[src/rtl/core/hts_pkg.sv]
// shared constants, types and helpers of the html text extractor
package hts_pkg;

  localparam int unsigned LimitW             = 23;
  localparam logic [LimitW-1:0] LimitReset   = 23'd5242879;
  localparam int unsigned WindowBytesDefault = 9;
  localparam int unsigned MatchBytes         = 9;
  localparam int unsigned SkipW              = 4;
  localparam int unsigned PatLenW            = 4;

  localparam logic [7:0] ChNul   = 8'h00;
  localparam logic [7:0] ChNl    = 8'h0A;
  localparam logic [7:0] ChSpace = 8'h20;
  localparam logic [7:0] ChLt    = 8'h3C;
  localparam logic [7:0] ChGt    = 8'h3E;

  // byte 0 of each pattern sits in the low bits
  localparam logic [8*MatchBytes-1:0] PatScriptOpen  = "tpircs<";
  localparam logic [8*MatchBytes-1:0] PatScriptClose = ">tpircs/<";
  localparam logic [8*MatchBytes-1:0] PatStyleOpen   = "elyts<";
  localparam logic [8*MatchBytes-1:0] PatStyleClose  = ">elyts/<";

  localparam logic [PatLenW-1:0] LenScriptOpen  = 4'd7;
  localparam logic [PatLenW-1:0] LenScriptClose = 4'd9;
  localparam logic [PatLenW-1:0] LenStyleOpen   = 4'd6;
  localparam logic [PatLenW-1:0] LenStyleClose  = 4'd8;

  // closer bytes left to consume after its first byte
  localparam logic [SkipW-1:0] SkipScript = 4'd8;
  localparam logic [SkipW-1:0] SkipStyle  = 4'd7;

  typedef struct packed {
    logic step;
    logic clear;
  } hts_ctl_t;

  typedef struct packed {
    logic       emit;
    logic [7:0] data;
  } hts_res_t;

  function automatic logic [7:0] fold(input logic [7:0] c);
    logic [7:0] r;
    r = c;
    if (c inside {[8'h41:8'h5A]}) begin
      r = c + 8'h20;
    end
    return r;
  endfunction

  function automatic logic pat_match(input logic [8*MatchBytes-1:0] look,
                                     input logic [MatchBytes-1:0]   vld,
                                     input logic [8*MatchBytes-1:0] pat,
                                     input logic [PatLenW-1:0]      len);
    logic hit;
    hit = 1'b1;
    for (int i = 0; i < MatchBytes; i++) begin
      if (PatLenW'(i) < len) begin
        if (!vld[i] || fold(look[8*i +: 8]) != pat[8*i +: 8]) begin
          hit = 1'b0;
        end
      end
    end
    return hit;
  endfunction

endpackage

[src/rtl/core/hts_cell.sv]
// one byte cell of the lookahead chain
module hts_cell (
  input  logic       clk_i,
  input  logic       rst_ni,
  input  logic       shift_i,
  input  logic [7:0] byte_i,
  input  logic       vld_i,
  output logic [7:0] byte_o,
  output logic       vld_o
);

  logic [7:0] byte_q;
  logic       vld_q;

  always_ff @(posedge clk_i or negedge rst_ni) begin
    if (!rst_ni) begin
      vld_q <= 1'b0;
    end else if (shift_i) begin
      vld_q <= vld_i;
    end
  end

  always_ff @(posedge clk_i) begin
    if (shift_i) begin
      byte_q <= byte_i;
    end
  end

  assign byte_o = byte_q;
  assign vld_o  = vld_q;

endmodule

[src/rtl/core/hts_judge.sv]
// head byte decision and per-document text state
module hts_judge import hts_pkg::*; (
  input  logic                    clk_i,
  input  logic                    rst_ni,
  input  hts_ctl_t                ctl_i,
  input  logic [8*MatchBytes-1:0] look_i,
  input  logic [MatchBytes-1:0]   look_vld_i,
  input  logic [LimitW-1:0]       limit_i,
  output hts_res_t                res_o
);

  logic [SkipW-1:0]  skip_q, skip_d;
  logic              tag_q, tag_d;
  logic              script_q, script_d;
  logic              style_q, style_d;
  logic [7:0]        prev_q, prev_d;
  logic [LimitW-1:0] count_q, count_d;
  logic              ended_q, ended_d;

  logic [7:0] head;
  logic       m_so, m_sc, m_sto, m_stc, closer;

  assign head   = look_i[7:0];
  assign m_so   = pat_match(look_i, look_vld_i, PatScriptOpen, LenScriptOpen);
  assign m_sc   = pat_match(look_i, look_vld_i, PatScriptClose, LenScriptClose);
  assign m_sto  = pat_match(look_i, look_vld_i, PatStyleOpen, LenStyleOpen);
  assign m_stc  = pat_match(look_i, look_vld_i, PatStyleClose, LenStyleClose);
  assign closer = !m_so && (m_sc || (!m_sto && m_stc));

  always_comb begin
    skip_d   = skip_q;
    tag_d    = tag_q;
    script_d = script_q;
    style_d  = style_q;
    prev_d   = prev_q;
    count_d  = count_q;
    ended_d  = ended_q;
    res_o    = '0;
    if (!ended_q) begin
      if (skip_q != '0) begin
        skip_d = skip_q - 1'b1;
      end else if (count_q >= limit_i || head == ChNul) begin
        ended_d = 1'b1;
      end else begin
        if (m_so) begin
          script_d = 1'b1;
          tag_d    = 1'b1;
        end else if (m_sc) begin
          script_d = 1'b0;
          tag_d    = 1'b0;
          skip_d   = SkipScript;
        end else if (m_sto) begin
          style_d = 1'b1;
          tag_d   = 1'b1;
        end else if (m_stc) begin
          style_d = 1'b0;
          tag_d   = 1'b0;
          skip_d  = SkipStyle;
        end
        if (!closer && !(script_d || style_d)) begin
          if (head == ChLt) begin
            tag_d = 1'b1;
          end else if (head == ChGt) begin
            tag_d = 1'b0;
            if (count_q != '0 && prev_q != ChSpace && prev_q != ChNl) begin
              res_o.emit = 1'b1;
              res_o.data = ChSpace;
            end
          end else if (!tag_d) begin
            res_o.emit = 1'b1;
            res_o.data = head;
          end
        end
      end
    end
    if (res_o.emit) begin
      count_d = count_q + 1'b1;
      prev_d  = res_o.data;
    end
  end

  always_ff @(posedge clk_i or negedge rst_ni) begin
    if (!rst_ni) begin
      skip_q   <= '0;
      tag_q    <= 1'b0;
      script_q <= 1'b0;
      style_q  <= 1'b0;
      prev_q   <= '0;
      count_q  <= '0;
      ended_q  <= 1'b0;
    end else if (ctl_i.clear) begin
      skip_q   <= '0;
      tag_q    <= 1'b0;
      script_q <= 1'b0;
      style_q  <= 1'b0;
      prev_q   <= '0;
      count_q  <= '0;
      ended_q  <= 1'b0;
    end else if (ctl_i.step) begin
      skip_q   <= skip_d;
      tag_q    <= tag_d;
      script_q <= script_d;
      style_q  <= style_d;
      prev_q   <= prev_d;
      count_q  <= count_d;
      ended_q  <= ended_d;
    end
  end

endmodule

[src/rtl/core/html_tag_stripper.sv]
// top level: byte chain, head decision, output stage and limit register
//
//   channel   dir  handshake            payload
//   s_axis    in   tvalid/tready        tdata = in_byte, tlast = in_last
//   m_axis    out  tvalid/tready        tdata = out_byte, tuser = has_byte,
//                                       tlast = out_last
//   apb       in   psel/penable/pready  0x0: output_limit (23 bits)
//
// one byte per cycle enters the chain while no drain runs and the chain can move; once full, each new byte pushes the
// oldest byte into the head decision, which gives at most one result per cycle.
// a request with tlast set starts a drain in which no request is taken; the chain shifts out its
// remaining bytes and, once it is empty, the final result is put out.
// a full chain only moves when the output register is free or being taken.
// reset empties the chain and clears the document state; output_limit resets to 5242879.
module html_tag_stripper import hts_pkg::*; #(
  parameter int unsigned WindowBytes = WindowBytesDefault
) (
  input  logic        clk_i,
  input  logic        rst_ni,
  input  logic        s_axis_tvalid,
  output logic        s_axis_tready,
  input  logic [7:0]  s_axis_tdata,   // in_byte
  input  logic        s_axis_tlast,
  output logic        m_axis_tvalid,
  input  logic        m_axis_tready,
  output logic [7:0]  m_axis_tdata,   // out_byte
  output logic        m_axis_tuser,   // has_byte
  output logic        m_axis_tlast,
  input  logic        psel,
  input  logic        penable,
  input  logic        pwrite,
  input  logic [2:0]  paddr,
  input  logic [31:0] pwdata,
  output logic [31:0] prdata,
  output logic        pready
);

  localparam logic RegIdxLimit = 1'b0;

  logic [WindowBytes-1:0][7:0] cell_byte;
  logic [WindowBytes-1:0]      cell_vld;
  logic [WindowBytes-1:0][7:0] nxt_byte;
  logic [WindowBytes-1:0]      nxt_vld;

  hts_ctl_t jctl;
  hts_res_t jres;

  logic can_out, full, any_vld, accept, shift, finish, emit, out_load;

  logic              drain_q, drain_d;
  logic              hold_vld_q, hold_vld_d;
  logic [7:0]        hold_data_q;
  logic              out_vld_q, out_vld_d;
  logic [7:0]        out_data_q;
  logic              out_user_q, out_last_q;
  logic [LimitW-1:0] limit_q;

  // lookahead chain, cell 0 is the head
  for (genvar i = 0; i < WindowBytes; i++) begin : g_cell
    if (i == WindowBytes - 1) begin : g_tail
      assign nxt_byte[i] = s_axis_tdata;
      assign nxt_vld[i]  = accept;
    end else begin : g_mid
      assign nxt_byte[i] = cell_byte[i+1];
      assign nxt_vld[i]  = cell_vld[i+1];
    end
    hts_cell u_cell (
      .clk_i   (clk_i),
      .rst_ni  (rst_ni),
      .shift_i (shift),
      .byte_i  (nxt_byte[i]),
      .vld_i   (nxt_vld[i]),
      .byte_o  (cell_byte[i]),
      .vld_o   (cell_vld[i])
    );
  end

  hts_judge u_judge (
    .clk_i      (clk_i),
    .rst_ni     (rst_ni),
    .ctl_i      (jctl),
    .look_i     (cell_byte[MatchBytes-1:0]),
    .look_vld_i (cell_vld[MatchBytes-1:0]),
    .limit_i    (limit_q),
    .res_o      (jres)
  );

  assign can_out       = !out_vld_q || m_axis_tready;
  assign full          = &cell_vld;
  assign any_vld       = |cell_vld;
  assign s_axis_tready = !drain_q && (!full || can_out);
  assign accept        = s_axis_tvalid && s_axis_tready;

  always_comb begin
    jctl   = '0;
    shift  = 1'b0;
    finish = 1'b0;
    if (!drain_q) begin
      jctl.step = full && accept;
      shift     = accept || jctl.step;
    end else if (can_out) begin
      if (any_vld) begin
        shift     = 1'b1;
        jctl.step = cell_vld[0];
      end else begin
        finish = 1'b1;
      end
    end
    jctl.clear = finish;
  end

  assign emit     = jctl.step && jres.emit;
  // while draining, one result is held back until it is known whether it is the final one
  assign out_load = (emit && (!drain_q || hold_vld_q)) || finish;

  always_comb begin
    drain_d    = drain_q;
    hold_vld_d = hold_vld_q;
    out_vld_d  = out_vld_q;
    if (accept && s_axis_tlast) begin
      drain_d = 1'b1;
    end else if (finish) begin
      drain_d = 1'b0;
    end
    if (finish) begin
      hold_vld_d = 1'b0;
    end else if (drain_q && emit) begin
      hold_vld_d = 1'b1;
    end
    if (out_load) begin
      out_vld_d = 1'b1;
    end else if (m_axis_tready) begin
      out_vld_d = 1'b0;
    end
  end

  always_ff @(posedge clk_i or negedge rst_ni) begin
    if (!rst_ni) begin
      drain_q    <= 1'b0;
      hold_vld_q <= 1'b0;
      out_vld_q  <= 1'b0;
    end else begin
      drain_q    <= drain_d;
      hold_vld_q <= hold_vld_d;
      out_vld_q  <= out_vld_d;
    end
  end

  always_ff @(posedge clk_i) begin
    if (drain_q && emit) begin
      hold_data_q <= jres.data;
    end
    if (out_load) begin
      if (finish) begin
        out_data_q <= hold_vld_q ? hold_data_q : ChNul;
        out_user_q <= hold_vld_q;
        out_last_q <= 1'b1;
      end else begin
        out_data_q <= drain_q ? hold_data_q : jres.data;
        out_user_q <= 1'b1;
        out_last_q <= 1'b0;
      end
    end
  end

  assign m_axis_tvalid = out_vld_q;
  assign m_axis_tdata  = out_data_q;
  assign m_axis_tuser  = out_user_q;
  assign m_axis_tlast  = out_last_q;

  // config port
  always_ff @(posedge clk_i or negedge rst_ni) begin
    if (!rst_ni) begin
      limit_q <= LimitReset;
    end else if (psel && penable && pwrite && pready && paddr[2] == RegIdxLimit) begin
      limit_q <= pwdata[LimitW-1:0];
    end
  end

  assign pready = 1'b1;
  assign prdata = (paddr[2] == RegIdxLimit) ? 32'(limit_q) : '0;

  a_marker_is_last : assert property (@(posedge clk_i) disable iff (!rst_ni)
    (m_axis_tvalid && !m_axis_tuser) |-> (m_axis_tlast && m_axis_tdata == ChNul))
    else $error("empty result not marked final");

  a_hold_in_drain : assert property (@(posedge clk_i) disable iff (!rst_ni)
    hold_vld_q |-> drain_q)
    else $error("held result outside drain");

  a_step_head_valid : assert property (@(posedge clk_i) disable iff (!rst_ni)
    jctl.step |-> cell_vld[0])
    else $error("head judged while empty");

  a_finish_clears : assert property (@(posedge clk_i) disable iff (!rst_ni)
    finish |=> (!drain_q && !hold_vld_q && m_axis_tvalid && m_axis_tlast))
    else $error("drain end did not deliver final result");

endmodule

[config.mk]
export PLATFORM = sky130hd
export DESIGN_NAME = html_tag_stripper
export DESIGN_NICKNAME = d
export VERILOG_FILES = /design/src/rtl/core/hts_pkg.sv /design/src/rtl/core/hts_cell.sv /design/src/rtl/core/hts_judge.sv /design/src/rtl/core/html_tag_stripper.sv
export SDC_FILE = /design/constraint.sdc
export NUM_CORES = 1
export LEC_CHECK = 0
export BUFFER_PORTS_ARGS = -buffer_cell sky130_fd_sc_hd__buf_4
export CAP_MARGIN = 20
export CORE_MARGIN = 1.5
export CORE_UTILIZATION = 50
export CTS_BUF_LIST = sky130_fd_sc_hd__clkbuf_16
export CTS_CLUSTER_DIAMETER = 30
export CTS_CLUSTER_SIZE = 12
export DETAILED_ROUTE_END_ITERATION = 8
export PLACE_DENSITY_LB_ADDON = 0.3
export RECOVER_POWER = 50
export SLEW_MARGIN = 10
export SYNTH_ARGS = -nofsm -noshare
export SYNTH_HDL_FRONTEND = slang
export SYNTH_SLANG_ARGS = --single-unit
[constraint.sdc]
create_clock -name clk_i -period 4.1 [get_ports clk_i]
set_clock_uncertainty 0.1 [all_clocks]
set_input_delay 0.82 -clock clk_i [delete_from_list [all_inputs] [get_ports clk_i]]
set_output_delay 0.82 -clock clk_i [all_outputs]
set_load 0.005 [all_outputs]
==> impl_results.md, run 1 <==
* Tcrit/Tclk final at 0.833
* I/O pins at 96
* Row count at 46
* Vias in the first global route at 5980
* Vias per cell at 5.79
* Die X at 131 um
* DRC Markers at 0
* Fill cells at 1318
* Share of layout cells above drive strength 1 at 0.218
* Antenna violations before repair at 0
* Outcome: finished with violations
* CTS tree: done
* Worst Tran Pin Value at 1840 ps
* Syn-to-layout area delta at 16.7%
* Met1 WL at 7.79 mm
* Worst-path clk slew at 60 ps
* Synthesized area at 8170 sq um
* Final Hold Fails at 0
* Switching power at 2.35 mW
* Port Buffer Count at 74
* Failing checks: capacitance limit, slew limit
* Routed wl met2 at 8.67 mm
* Final Net Count at 888
* Setup TNS at 0 ps
* Main synth FF type: edfxtp_1
* Latest clock arrival within the worst-skew pair at 440 ps
* Reg2reg setup slack at 680 ps
* Peak supply drop at 0.531 mV
* Min Hold Slack at 353 ps
* Fmax achieved at 293 MHz
* Logic pwr share at 0.274
* Most frequent cells in the layout: 90 x edfxtp_1, 68 x nor2_1, 61 x buf_4
* Simple-gate share of the synthesized area at 0.203
* GR Overflow Total at 0
* Total GRT Usage at 0.227
* Cts bufs inserted at 17
* RSZ-0062 raised after global routing: no
* Asr flop ratio synth at 0.451
* Largest family of logic cells by synthesized area: simple AND/OR/NAND/NOR gates
* Crit path time final at 3420 ps
* Die height at 131 um
* Maximum clock insertion buffer count at 2
* CP Launch Type: flop
* Clock power share at 0.238
* WL/cell at 17.3 um
* Metal3 WL at 1.16 mm
* Gates resized, CTS repair at 0
* Top fanout value on the critical path at 9
* Initial Util at 0.512
* Critical Path RT at 4300 ps
* HP Class: reg2reg
* Finished Cell Area at 9530 sq um
* CP arrival at 3610 ps
* Flops & latches, synth at 164
* Area after DPL at 8980 sq um
* CTS root buffer: clkbuf_16
* # Max-Cap Violations at 1
* Reg power frac at 0.489
* Mux cell area share after synthesis at 0.0478
* Highest routed layer: met4
* Synthesized area per cell at 11.4 sq um
* Most common cell after layout, fill and taps aside: edfxtp_1
* Ys Warns at 0
* Final HPWL DP at 13.0 mm
* Gate Count Post-Synth at 714
* Final-report setup violation count at 0
* Area of the core at 15900 sq um
* Synth Area in Adders at 0.0521
* Placer Congestion at 0.912
* Hold-fix buffers at CTS at 0
* Max_slew headroom at -0.226
* PwrDens at 696 nW/um^2
* N_diodes at 0
* Lkg Pwr at 3.97 nW
* Setup bufs post-CTS at 0
* CP Class: reg2reg
* Crit path capture type: flop
* Pint at 4.29 mW
* Detailed-route via count at 5974
* Yosys cell types at 71
* CTS sink count at 164
* Antenna viol nets, final at 0
* Post-synthesis sequential area ratio at 0.561
* Final slew viol count at 75
* Post-synth EDFFs at 90
* Compound-cell area share of the yosys netlist at 0.0852
* H-tree levels at 4
* Pin count of the biggest net entering global routing at 75
* Final WL at 17.8 mm
* Post-Synth XOR/XNOR Area at 0.0129
* Initial DRC Count at 432
* Switching part of the total at 0.354
* 1st-pass router iterations at 5
* First-pass GRT wire length at 29.9 mm
* Die area at 17100 sq um
[flip-flops by register name, summed over array words and instances (netlist names), 4 cells and up]
name and count:
hold_data_q 8, limit_q 23, m_axis_tdata 8, u_judge.skip_q 4, g_cell.u_cell.vld_o 9, u_judge.count_q 23
g_cell.u_cell.byte_o 72, u_judge.prev_q 8
[area by class of cell]
type                       count  area, sq um  area share
sequential                   164         4580       0.481
multi-input combinational    487         3310       0.347
timing repair buffer          85          609      0.0639
clock buffer                  17          425      0.0446
tap                          216          270      0.0284
inverter                      48          180      0.0189
clock inverter                15          159      0.0167
[worst paths after layout]
check | cells after the start | startpoint | end
worst max-delay path | 10 | limit_q[8] | hold_data_q[3]
worst min-delay path | 0 | g_cell[5].u_cell.byte_o[7] | g_cell[4].u_cell.byte_o[7]
worst max register to register | 10 | limit_q[8] | hold_data_q[3]
worst min register to register | 0 | g_cell[5].u_cell.byte_o[7] | g_cell[4].u_cell.byte_o[7]
max in group asynchronous | 1 | rst_ni | u_judge.count_q[4]
min in group asynchronous | 1 | rst_ni | limit_q[20]
[layer usage]
layer,track usage,up-vias
li1,-,2821
met1,0.302,2936
met2,0.364,194
met3,0.0660,23
met4,0.0705,0
met5,0,-
[synthesized netlist by cell type, types with 6 or more instances]
master	number	area, sq um
o31ai_1	6	45.0
nand2b_1	6	37.5
nor4_1	20	125
buf_4	10	75.1
o21ai_0	20	100
nand3_1	28	140
nor2_1	68	255
nand4b_1	6	52.6
a21oi_1	29	145
edfxtp_1	90	2700
dfrtp_1	53	1330
clkbuf_1	7	26.3
a22o_1	7	61.3
and3_1	11	68.8
ha_1	34	425
nand2_1	42	158
xor2_1	11	96.3
or4_1	12	90.1
inv_1	48	180
nor3_1	19	95.1
nand4_1	24	150
mux2_2	32	360
or3_1	10	62.6
dfstp_2	21	552
and2_1	12	75.1
[kinds of logic after synthesis]
group | count (synthesis)
AND/OR/NAND/NOR | 295
flip-flops | 164
AO/OA/AOI/OAI | 101
buffers and inverters | 71
multiplexers | 35
adder cells (fa/ha/maj) | 34
XOR/XNOR | 12
other | 2
[worst max-delay path, cell delays in order, from the launching register on]
cell and delay, ps:
dfstp_2 530, inv_1 50, ha_1 300, a211oi_1 200
nor2_1 70, nor3_1 350, a2111oi_2 210, nor4_1 620
nand4_4 300, nor2_2 360, and2_1 180
[power by group through the flow]
| stage | Combinational [mW] | Sequential, mW | Clock, mW |
|---|---|---|---|
| 2_1_floorplan | 1.28 | 3.05 | 0 |
| 3_3_place_gp | 1.72 | 3.21 | 0 |
| 3_5_place_dp | 1.82 | 3.26 | 0 |
| 4_1_cts | 1.83 | 3.24 | 1.61 |
| 5_1_grt | 2.04 | 3.33 | 1.68 |
| 6_report | 1.82 | 3.24 | 1.58 |
[stage by stage]
step                      total power, mW  std cells   util  setup WS [ps]
after floorplan                      4.33        722      -            488
after global placement               4.93        999  0.563            784
after detailed placement             5.07       1000  0.563            729
after CTS                            6.68       1032  0.600            679
after global routing                 7.05       1032  0.598            449
final                                6.64       1032  0.598            685
Power figures use the tool's default switching activity.
==> inputs of run 2 (changes only) <==
--- a/config.mk
+++ b/config.mk
@@ -5,6 +5,7 @@
 export SDC_FILE = /design/constraint.sdc
 export NUM_CORES = 1
 export LEC_CHECK = 0
+export ABC_AREA = 1
 export BUFFER_PORTS_ARGS = -buffer_cell sky130_fd_sc_hd__buf_4
 export CAP_MARGIN = 20
 export CORE_MARGIN = 1.5
==> constraint.sdc (replaced) <==
create_clock -name clk_i -period 2.9 [get_ports clk_i]
set_clock_uncertainty 0.1 [all_clocks]
set_input_delay 0.58 -clock clk_i [delete_from_list [all_inputs] [get_ports clk_i]]
set_output_delay 0.58 -clock clk_i [all_outputs]
set_load 0.005 [all_outputs]
==> run 2 against run 1 <==
  * The flow finishes with violations (capacitance limit, slew limit, setup timing)
  * First-iteration DRC count up 36%
  * Wire length grew 19%
  * Critical path depth increased by 9
  * Via count is 27% higher
  * Clock power increased by 55%
  * Core utilization rose by 2.0 points
  * Synthesized cell count rose by 52%
  * Sequential power rose by 34%
  * Maximum frequency grew 17%
  * Synthesized area up 13%
  * Register-to-register slack worse by 690 ps
  * Flip-flop and latch count unchanged
  * Largest cell class unchanged
==> impl_results.md, run 2 <==
* Outcome: finished with violations
* Failing checks: capacitance limit, slew limit, setup timing
* Logic pwr share at 0.327
* Worst path most repeated cell: nand2_2
* Max_slew headroom at -0.240
* Vias per cell at 5.27
* Total GRT Usage at 0.220
* Worst-path clk slew at 60 ps
* Setup TNS at -39.3 ps
* Critical Path RT at 2950 ps
* Max reg flops at 72
* Final HPWL DP at 15.1 mm
* Critical path's largest stage delay at 430 ps
* Antenna viol nets, final at 0
* Syn-to-layout area delta at 21.0%
* Most frequent cells in the layout: 211 x nand2_1, 153 x nor2_1, 134 x inv_1
* Top delay family on crit path: simple AND/OR/NAND/NOR gates
* Pint at 6.38 mW
* WL/cell at 14.7 um
* Row count at 49
* Fmax achieved at 344 MHz
* Reg2reg setup slack at -8 ps
* Hold_sp: s_axis_tdata[2]
* CP arrival at 2960 ps
* Lkg Pwr at 5.15 nW
* Cts bufs inserted at 17
* Clock power share at 0.243
* Port Buffer Count at 74
* # Max-Cap Violations at 2
* H-tree levels at 4
* Worst Tran Pin Value at 1860 ps
* Switching part of the total at 0.369
* Top-count cell post-synth: nand2_1
* CTS tree: done
* DRC Markers at 0
* CP Buf/Inv Count at 2
* Switching power at 3.73 mW
* CTS root buffer: clkbuf_16
* Share of layout cells above drive strength 1 at 0.207
* Final slew viol count at 122
* GR Overflow Total at 0
* Post-synth EDFFs at 90
* Main synth FF type: edfxtp_1
* Commonest cells in the netlist: 219 x nand2_1, 161 x nor2_1, 135 x inv_1
* Min Hold Slack at 247 ps
* Crit path capture type: flop
* Post-synthesis sequential area ratio at 0.498
* Pin count of the biggest net entering global routing at 89
* Asr flop ratio synth at 0.451
* Synthesized area at 9200 sq um
* Final Net Count at 1288
* RSZ-0062 raised after global routing: yes
* Tcrit/Tclk final at 1.00
* Synthesized area per cell at 8.49 sq um
* Synth area leader: edfxtp_1
* CP Launch Type: flop
* Ranking of synthesized cells by area: edfxtp_1 29%, dfrtp_1 14%, nand2_1 8.9%
* Final-report setup violation count at 5
* Initial DRC Count at 588
* CP Class: reg2reg
* Most common cell after layout, fill and taps aside: nand2_1
* Reg-to-Reg Start: g_cell[0].u_cell.byte_o[6]
* Final WL at 21.2 mm
* 1st-pass router iterations at 5
* Ys Warns at 0
* Die X at 139 um
* Antenna violations before repair at 0
* Crit path time final at 2910 ps
* Final Hold Fails at 0
* Die height at 139 um
* Final worst slack at -8.33 ps
* Top fanout value on the critical path at 5
* Latest clock arrival within the worst-skew pair at 430 ps
* Vias in the first global route at 7100
* Detailed-route via count at 7609
* Worst Setup SP: g_cell[0].u_cell.byte_o[6]
* CP max-delay cell: edfxtp_1
* HP Class: in2reg
* Flops & latches, synth at 164
* CTS sink count at 164
* Placer Congestion at 0.923
* I/O pins at 96
* Tot Pwr at 10.1 mW
* Yosys top cell area share at 0.294
* Die area at 19200 sq um
* Peak supply drop at 0.786 mV
* Reg power frac at 0.430
* Yosys cell types at 38
* Gate Count Post-Synth at 1083
* PwrDens at 908 nW/um^2
* Area of the core at 18000 sq um
* Worst path cell trace: ha_4, nor3_4, nand2_1, a21oi_2, nand2_1, nor2_1, nand2_1, nor2_4, nand2_2, nand2_2, nand2_2, nor2_4, nand2_4, nor2_4, nand2_2, nand2_2, nand2_2, inv_4, clkbuf_16
* First-pass GRT wire length at 34.0 mm
* N_diodes at 0
* Maximum clock insertion buffer count at 2
* Initial Util at 0.510
* Hold-fix buffers at CTS at 0
run 2: cell count changes in the layout (fill, tap and decap cells not counted), sizes merged, moves of 12 or more:
cell   delta
mux2     -32
or4      -12
nand2   +188
inv      +86
nor3     +23
buf      +49
a21oi    +12
nor2     +98
nand3    +95
run 2: logic make-up (layout without fill, tap and decap cells):
kind of cell	Yosys count	in the layout	synth area share
AO/OA/AOI/OAI	73	73	0.0450
XOR/XNOR	23	23	0.0219
adder cells (fa/ha/maj)	35	35	0.0476
buffers and inverters	175	299	0.0836
flip-flops	164	164	0.498
other	2	10	0.000816
AND/OR/NAND/NOR	611	611	0.303
run 2: worst paths after layout:
| path | cells after the start | endpoint |
|---|---|---|
| worst max-delay path | 19 | m_axis_tdata[4] |
| worst min-delay path | 1 | g_cell[8].u_cell.byte_o[2] |
| worst max register to register | 19 | m_axis_tdata[4] |
| worst min register to register | 0 | g_cell[7].u_cell.byte_o[7] |
| max in group asynchronous | 1 | u_judge.count_q[20] |
| min in group asynchronous | 1 | u_judge.count_q[1] |
run 2: what timing repair did:
| action | 4_1_cts | 5_1_grt |
|---|---|---|
| gates cloned | 0 | 4 |
| gates resized for setup | 4 | 40 |
| setup buffers | 2 | 2 |
| endpoints found under the setup margin | 10 | 64 |
| pin swaps | 1 | 19 |
run 2: layout make-up:
cell class | instances | area (sq um)
clock inverters | 15 | 211
repair buffers | 127 | 1030
flip-flops and latches | 164 | 4580
clock buffers | 17 | 425
fillers | 1544 | 6890
inverters | 139 | 532
well taps | 229 | 287
multi-input cells | 752 | 4050
repair inverters | 1 | 7.51
run 2: routing by layer:
layer	track usage	vias up	wire (um)
met5	0	-	0
met4	0.0685	0	311
met3	0.0452	30	1230
met2	0.351	196	9920
met1	0.305	3596	9730
li1	-	3787	-
run 2: power groups by stage:
stage | Combinational, mW | Sequential (mW) | Clock [mW]
3_3_place_gp | 3.02 | 4.34 | 0
3_5_place_dp | 3.10 | 4.37 | 0
4_1_cts | 3.15 | 4.34 | 2.48
2_1_floorplan | 2.14 | 4.19 | 0
6_report | 3.30 | 4.35 | 2.45
5_1_grt | 3.72 | 4.48 | 2.57
run 2: per-stage QoR:
step | util | cell area, sq um | cells | setup WS [ps]
3_3_place_gp | 0.569 | 10300 | 1405 | 62.6
6_report | 0.618 | 11100 | 1444 | -8.33
5_1_grt | 0.618 | 11100 | 1444 | -188
3_5_place_dp | 0.569 | 10300 | 1405 | -35.2
2_1_floorplan | - | 9240 | 1091 | 69.5
4_1_cts | 0.606 | 10900 | 1439 | 20.4
